[src/hdl/b64e_pkg.sv]
// Package for the base64 stream encoder: character word type, group phase
// codes and the 6-bit to ASCII alphabet map. No dependencies.
package b64e_pkg;

   localparam int GROUP_W = 6;
   localparam int CHAR_W  = 7;
   localparam int LEFT_W  = 4;

   typedef enum logic [1:0] {
      PH_FIRST  = 2'd0,
      PH_SECOND = 2'd1,
      PH_THIRD  = 2'd2
   } phase_type;

   typedef struct packed {
      logic [CHAR_W-1:0] b64_char;
      logic              run_last;
      logic              message_end;
   } char_word_type;

   function automatic logic [CHAR_W-1:0] b64_map(input logic [GROUP_W-1:0] grp);
      logic [CHAR_W-1:0] g;
      logic [CHAR_W-1:0] res;
      g = {1'b0, grp};
      case (grp) inside
         [6'd0:6'd25]:  res = CHAR_W'(7'd65 + g);
         [6'd26:6'd51]: res = CHAR_W'(7'd97 + g - 7'd26);
         [6'd52:6'd61]: res = CHAR_W'(7'd48 + g - 7'd52);
         6'd62:         res = 7'd43;
         default:       res = 7'd47;
      endcase
      return res;
   endfunction

endpackage

[src/hdl/b64e_if.sv]
// Valid/ready channel interfaces for the base64 stream encoder.
// Depends on b64e_pkg for field widths.
interface b64e_req_if;
   logic       valid;
   logic       ready;
   logic [7:0] data_byte;
   logic       final_byte;

   modport source (output valid, output data_byte, output final_byte, input ready);
   modport sink   (input valid, input data_byte, input final_byte, output ready);
endinterface

interface b64e_rsp_if;
   logic                          valid;
   logic                          ready;
   logic [b64e_pkg::CHAR_W-1:0]   b64_char;
   logic                          run_last;
   logic                          message_end;

   modport source (output valid, output b64_char, output run_last, output message_end,
                   input ready);
   modport sink   (input valid, input b64_char, input run_last, input message_end,
                   output ready);
endinterface

[src/hdl/base64_encode_stream_nopad.sv]
// Base64 stream encoder (standard alphabet, no padding), top level.
// Depends on b64e_pkg and the channel interfaces in b64e_if.sv.
//
// Bytes enter on req_chan, MSB first, and leave as base64 ASCII characters on
// rsp_chan, one character per cycle while rsp_chan.ready is high. A byte
// gives one character, or two when it closes a three-byte group or carries
// final_byte; the final byte flushes any partial group zero filled and tags
// that character with message_end. A byte is taken every cycle while each
// gives one character and the output does not stall; a byte that gives two
// holds off the next until its first character leaves the slot register for
// the output register. run_last marks the last character from each byte.
// State returns to the start of a group after a final byte.
module base64_encode_stream_nopad (
   input  logic            clock,
   input  logic            reset,
   b64e_req_if.sink        req_chan,
   b64e_rsp_if.source      rsp_chan
);
   import b64e_pkg::*;

   phase_type           phase_ff, phase_in;
   logic [LEFT_W-1:0]   left_ff, left_in;
   char_word_type       slot_ff [2];
   char_word_type       slot_in [2];
   logic [1:0]          cnt_ff, cnt_in;
   logic                out_valid_ff, out_valid_in;
   char_word_type       out_ff, out_in;

   logic                out_free;
   logic                move;
   logic                accept;
   char_word_type       new0, new1;
   logic [1:0]          new_cnt;
   logic [7:0]          b;
   logic                fin;

   always_comb begin
      b   = req_chan.data_byte;
      fin = req_chan.final_byte;
      new0     = '0;
      new1     = '0;
      new_cnt  = 2'd1;
      phase_in = phase_ff;
      left_in  = left_ff;
      case (phase_ff)
         PH_SECOND: begin
            new0.b64_char = b64_map({left_ff[1:0], b[7:4]});
            new0.run_last = !fin;
            new1.b64_char = b64_map({b[3:0], 2'b00});
            new1.run_last = 1'b1;
            new1.message_end = 1'b1;
            new_cnt  = fin ? 2'd2 : 2'd1;
            phase_in = PH_THIRD;
            left_in  = b[3:0];
         end
         PH_THIRD: begin
            new0.b64_char = b64_map({left_ff[3:0], b[7:6]});
            new1.b64_char = b64_map(b[5:0]);
            new1.run_last = 1'b1;
            new1.message_end = fin;
            new_cnt  = 2'd2;
            phase_in = PH_FIRST;
            left_in  = '0;
         end
         default: begin
            new0.b64_char = b64_map(b[7:2]);
            new0.run_last = !fin;
            new1.b64_char = b64_map({b[1:0], 4'b0000});
            new1.run_last = 1'b1;
            new1.message_end = 1'b1;
            new_cnt  = fin ? 2'd2 : 2'd1;
            phase_in = PH_SECOND;
            left_in  = {2'b00, b[1:0]};
         end
      endcase
      if (fin) begin
         phase_in = PH_FIRST;
         left_in  = '0;
      end
   end

   always_comb begin
      out_free       = !out_valid_ff || rsp_chan.ready;
      move           = out_free && (cnt_ff != 2'd0);
      req_chan.ready = (cnt_ff == 2'd0) || ((cnt_ff == 2'd1) && out_free);
      accept         = req_chan.valid && req_chan.ready;

      out_valid_in = out_valid_ff;
      out_in       = out_ff;
      slot_in[0]   = slot_ff[0];
      slot_in[1]   = slot_ff[1];
      cnt_in       = cnt_ff;

      if (move) begin
         out_valid_in = 1'b1;
         out_in       = slot_ff[0];
         slot_in[0]   = slot_ff[1];
         cnt_in       = cnt_ff - 2'd1;
      end else if (out_free) begin
         out_valid_in = 1'b0;
      end

      if (accept) begin
         slot_in[0] = new0;
         slot_in[1] = new1;
         cnt_in     = new_cnt;
      end
   end

   always_ff @(posedge clock) begin
      if (reset) begin
         phase_ff     <= PH_FIRST;
         left_ff      <= '0;
         cnt_ff       <= '0;
         out_valid_ff <= 1'b0;
      end else begin
         if (accept) begin
            phase_ff <= phase_in;
            left_ff  <= left_in;
         end
         cnt_ff       <= cnt_in;
         out_valid_ff <= out_valid_in;
      end
   end

   always_ff @(posedge clock) begin
      slot_ff[0] <= slot_in[0];
      slot_ff[1] <= slot_in[1];
      out_ff     <= out_in;
   end

   assign rsp_chan.valid       = out_valid_ff;
   assign rsp_chan.b64_char    = out_ff.b64_char;
   assign rsp_chan.run_last    = out_ff.run_last;
   assign rsp_chan.message_end = out_ff.message_end;

endmodule

[src/flat_wrapper.sv]
// flat-port wrapper written by rule: the top's interface ports become plain ports
module base64_encode_stream_nopad_flat import b64e_pkg::*;
  (clock, reset, req_chan_valid, req_chan_data_byte, req_chan_final_byte, req_chan_ready, rsp_chan_valid, rsp_chan_b64_char, rsp_chan_run_last, rsp_chan_message_end, rsp_chan_ready);
  b64e_req_if req_chan_i ();
  b64e_rsp_if rsp_chan_i ();
  input  logic clock;
  input  logic reset;
  input wire logic [$bits(req_chan_i.valid)-1:0] req_chan_valid;
  input wire logic [$bits(req_chan_i.data_byte)-1:0] req_chan_data_byte;
  input wire logic [$bits(req_chan_i.final_byte)-1:0] req_chan_final_byte;
  output wire logic [$bits(req_chan_i.ready)-1:0] req_chan_ready;
  output wire logic [$bits(rsp_chan_i.valid)-1:0] rsp_chan_valid;
  output wire logic [$bits(rsp_chan_i.b64_char)-1:0] rsp_chan_b64_char;
  output wire logic [$bits(rsp_chan_i.run_last)-1:0] rsp_chan_run_last;
  output wire logic [$bits(rsp_chan_i.message_end)-1:0] rsp_chan_message_end;
  input wire logic [$bits(rsp_chan_i.ready)-1:0] rsp_chan_ready;
  assign req_chan_i.valid = req_chan_valid;
  assign req_chan_i.data_byte = req_chan_data_byte;
  assign req_chan_i.final_byte = req_chan_final_byte;
  assign req_chan_ready = req_chan_i.ready;
  assign rsp_chan_valid = rsp_chan_i.valid;
  assign rsp_chan_b64_char = rsp_chan_i.b64_char;
  assign rsp_chan_run_last = rsp_chan_i.run_last;
  assign rsp_chan_message_end = rsp_chan_i.message_end;
  assign rsp_chan_i.ready = rsp_chan_ready;
  base64_encode_stream_nopad u_core (.clock(clock), .reset(reset), .req_chan(req_chan_i), .rsp_chan(rsp_chan_i));
endmodule
[config.mk]
export PLATFORM = sky130hd
export DESIGN_NAME = base64_encode_stream_nopad_flat
export DESIGN_NICKNAME = d
export VERILOG_FILES = /design/src/hdl/b64e_pkg.sv /design/src/hdl/b64e_if.sv /design/src/hdl/base64_encode_stream_nopad.sv /design/src/flat_wrapper.sv
export SDC_FILE = /design/constraint.sdc
export NUM_CORES = 1
export LEC_CHECK = 0
export ABC_AREA = 1
export BUFFER_PORTS_ARGS = -buffer_cell sky130_fd_sc_hd__buf_2
export CORE_MARGIN = 2
export CORE_UTILIZATION = 62
export CTS_CLUSTER_SIZE = 20
export DETAILED_ROUTE_END_ITERATION = 8
export GPL_TIMING_DRIVEN = 0
export PLACE_DENSITY = 0.86
export SYNTH_ARGS = -nofsm -noshare
export SYNTH_HDL_FRONTEND = slang
export SYNTH_SLANG_ARGS = --single-unit
[constraint.sdc]
create_clock -name clock -period 2.1 [get_ports clock]
set_input_delay 0.315 -clock clock [delete_from_list [all_inputs] [get_ports clock]]
set_output_delay 0.315 -clock clock [all_outputs]
set_load 0.01 [all_outputs]
==> out/qor.yml <==
critical_path:
  required_ps: 2140
  r2r_cells: 13
  cp.arrival_ps: 2110
  reg2reg_from: "u_core.left_ff[0]$_SDFFE_PP0P_"
  start_kind: "flip-flop"
  r2r_slack_ps: 20
  worst-setup-path-type: "flip-flop to flip-flop"
  cp-end-kind: "flip-flop"
  cp_max_fo: 7
  r2r-end: "u_core.slot_ff[0][8]$_DFFE_PP_"
finish:
  drive_above_1_share: 0.180
  final_nets: 690
  diodes: 0
  final_util: 0.731
  final_common_cell: "nand2_1"
  final_cell_mix: "nand2_1 (185), nand3_1 (77), inv_1 (51), nor2_1 (45), a21oi_1 (34)"
  syn2layout_area_growth_pct: 13.1
synthesis:
  syn_nets: 651
  muxShareOfSynthArea: 0
  syn-cell-area_um2: 3870
  yosysWarnings: 0
  synth_top_family_by_area: "simple AND/OR/NAND/NOR gates"
  synth_cell_types: 36
  synth-simple-area-share: 0.395
  ys_ff_latch: 35
  avgSynthCellArea_um2: 6.41
  synth_compound_area_frac: 0.104
  synthAdderAreaFrac: 0.110
  synth_xor_area_frac: 0.0452
  yosysSeqAreaShare: 0.245
  synthCells: 604
sta:
  hold_slack_ps: 301
  rsz0062_at_grt: "true"
  finalSetupTns_ps: 0
  max_slew_margin: 0.596
  final_max_slew_viol_count: 0
  fin_crit_ps: 2080
  tightestPinTransition_ps: 606
  hold_viol_final: 0
  setup_viol: 0
  finClkSkew_ps: 3.27
  max_freq_mhz: 481
  period_share: 0.989
grt:
  grt_usage: 0.319
  antenna_found_initial: 0
  top_usage_layer: "met2"
  grt_pass1_vias: 3803
  grt_util_met3: 0.0616
  overflow: 0
  met2_usage: 0.532
  met1_usage: 0.414
  grt_pass1_wl_um: 18000
  grt_max_degree: 14
min_path:
  hold_path_class: "input port to flip-flop"
  holdPathEnd: "u_core.phase_ff[1]$_SDFFE_PP0P_"
  hold_depth: 2
  hold_start: "reset"
die:
  die_h_um: 83.0
  rows: 28
  dieArea_um2: 6900
  start_util: 0.647
  dieWidth_um: 83.0
  ios: 24
  core_area_um2: 5990
route:
  finalWirelength_um: 11500
  drt-vias-per-instance: 6.02
  num_vias: 4328
  first_iter_violations: 451
  antenna_left: 0
  drtPass1Iterations: 6
  post-route-drc-count: 0
  wl_per_cell_um: 16.0
clock_network:
  htreeDepth: 2
  cts_tree: "yes"
  clk_latency_ps: 280
  numCtsBuffers: 5
  cts_num_sinks: 35
  clockBufferDepth: 2
  root_buffer: "clkbuf_8"
  clk_pin_slew_worst_paths_ps: 70
power_and_ir_drop:
  clkPwrFrac: 0.146
  internal_power_mw: 1.91
  vdd_ir_drop_max_mv: 0.932
  power_density_nw_per_um2: 761
  power_leakage_nw: 2.04
  p_seq_frac: 0.368
  p_switching_mw: 1.42
  pwr-share-comb: 0.486
  netSwitchingFraction: 0.426
job:
  cap_violations: 0
status:
  status: "finished clean"
placed_design:
  port_buffers: 23
  hpwl_um: 8730
  finalWeightedCongestion: 1.00
-- power by group through the flow --
stage / registers, mW / logic [mW] / clock network [mW]
2_1_floorplan: 1.27 / 1.01 / 0
3_3_place_gp: 1.22 / 1.44 / 0
3_5_place_dp: 1.24 / 1.49 / 0
4_1_cts: 1.23 / 1.53 / 0.489
5_1_grt: 1.25 / 1.75 / 0.519
6_report: 1.23 / 1.62 / 0.487
-- cell families (layout without fill, tap and decap cells) --
group,Yosys count,in the layout
flops,35,35
buf+inv,93,132
fa+ha+maj,34,34
xor+xnor,20,20
simple gates,350,351
compound gates,72,72
-- cell usage after synthesis (all sizes together) --
master	instances	share of area
a21oi	35	0.045
o31ai	1	0.0019
xnor2	5	0.011
o211ai	6	0.012
nor4	2	0.0032
nand3	82	0.11
nand3b	3	0.0058
o21ai	23	0.032
ha	34	0.11
xor2	15	0.034
dfxtp	10	0.052
buf	12	0.020
o21bai	2	0.0039
nor2	53	0.055
clkbuf	6	0.0058
a22oi	1	0.0019
nand2	199	0.21
edfxtp	25	0.19
inv	72	0.071
nand4	9	0.015
nor3	2	0.0026
a31oi	2	0.0032
clkinv	3	0.0036
o22ai	2	0.0048
-- worst max-delay path, stage by stage, from the launching register on --
cell,delay [ps]
dfxtp_4,390
buf_8,130
clkinvlp_4,130
ha_2,230
nand2_2,100
nor2_1,50
nor2_1,130
nand2_2,120
nand2_4,110
nand2_1,90
a21oi_1,140
nand2_1,80
nand3_1,70
nand2_1,70
-- per-layer routing --
metal	wire (µm)	vias to the layer above
li1	-	2048
met3	1150	39
met2	5460	289
met1	4620	1952
met4	293	0
met5	0	-
-- layout make-up --
type / count / area, µm²
multi-input combinational: 477 / 2620
inverter: 75 / 302
sequential: 35 / 958
clock buffer: 7 / 86.3
timing repair buffer: 33 / 193
buffer: 16 / 130
tap: 75 / 93.8
clock inverter: 1 / 3.75
fill: 507 / 1610
-- worst max-delay path by stage --
stage / from / to / cells after the start / slack [ps]
6_report: u_core.left_ff[0]$_SDFFE_PP0P_ / u_core.slot_ff[0][8]$_DFFE_PP_ / 13 / 20
5_1_grt: u_core.left_ff[0]$_SDFFE_PP0P_ / u_core.slot_ff[0][2]$_DFFE_PP_ / 13 / -40
4_1_cts: req_chan_data_byte[6] / u_core.slot_ff[0][5]$_DFFE_PP_ / 16 / 2
3_5_place_dp: req_chan_data_byte[6] / u_core.slot_ff[0][4]$_DFFE_PP_ / 16 / -540
3_3_place_gp: req_chan_data_byte[6] / u_core.slot_ff[0][4]$_DFFE_PP_ / 16 / -500
2_1_floorplan: req_chan_data_byte[6] / u_core.slot_ff[0][4]$_DFFE_PP_ / 15 / 190
-- sequential cells by signal, summed over array words and instances, names as in the netlist --
register                     count
u_core.rsp_chan.message_end      1
u_core.phase_ff                  2
u_core.left_ff                   4
u_core.rsp_chan.valid            1
u_core.rsp_chan.b64_char         7
u_core.cnt_ff                    2
u_core.slot_ff                  17
u_core.rsp_chan.run_last         1
-- metrics by stage --
step | area (µm²) | total power [mW] | worst slack, ps | cells
detailed placement | 4080 | 2.74 | -539 | 702
CTS | 4230 | 3.24 | 2.06 | 712
global route | 4380 | 3.52 | -38.3 | 719
finish | 4380 | 3.34 | 23.0 | 719
global placement | 4080 | 2.66 | -495 | 702
floorplan | 3870 | 2.27 | 188 | 604
-- timing repair --
item,4_1_cts,5_1_grt
hold buffers,0,0
gates resized for setup,15,32
buffers inserted,1,9
endpoints found under the setup margin,9,13
pin swaps,1,8
cloned,1,0
No activity file was read; power rests on OpenSTA's default activity.
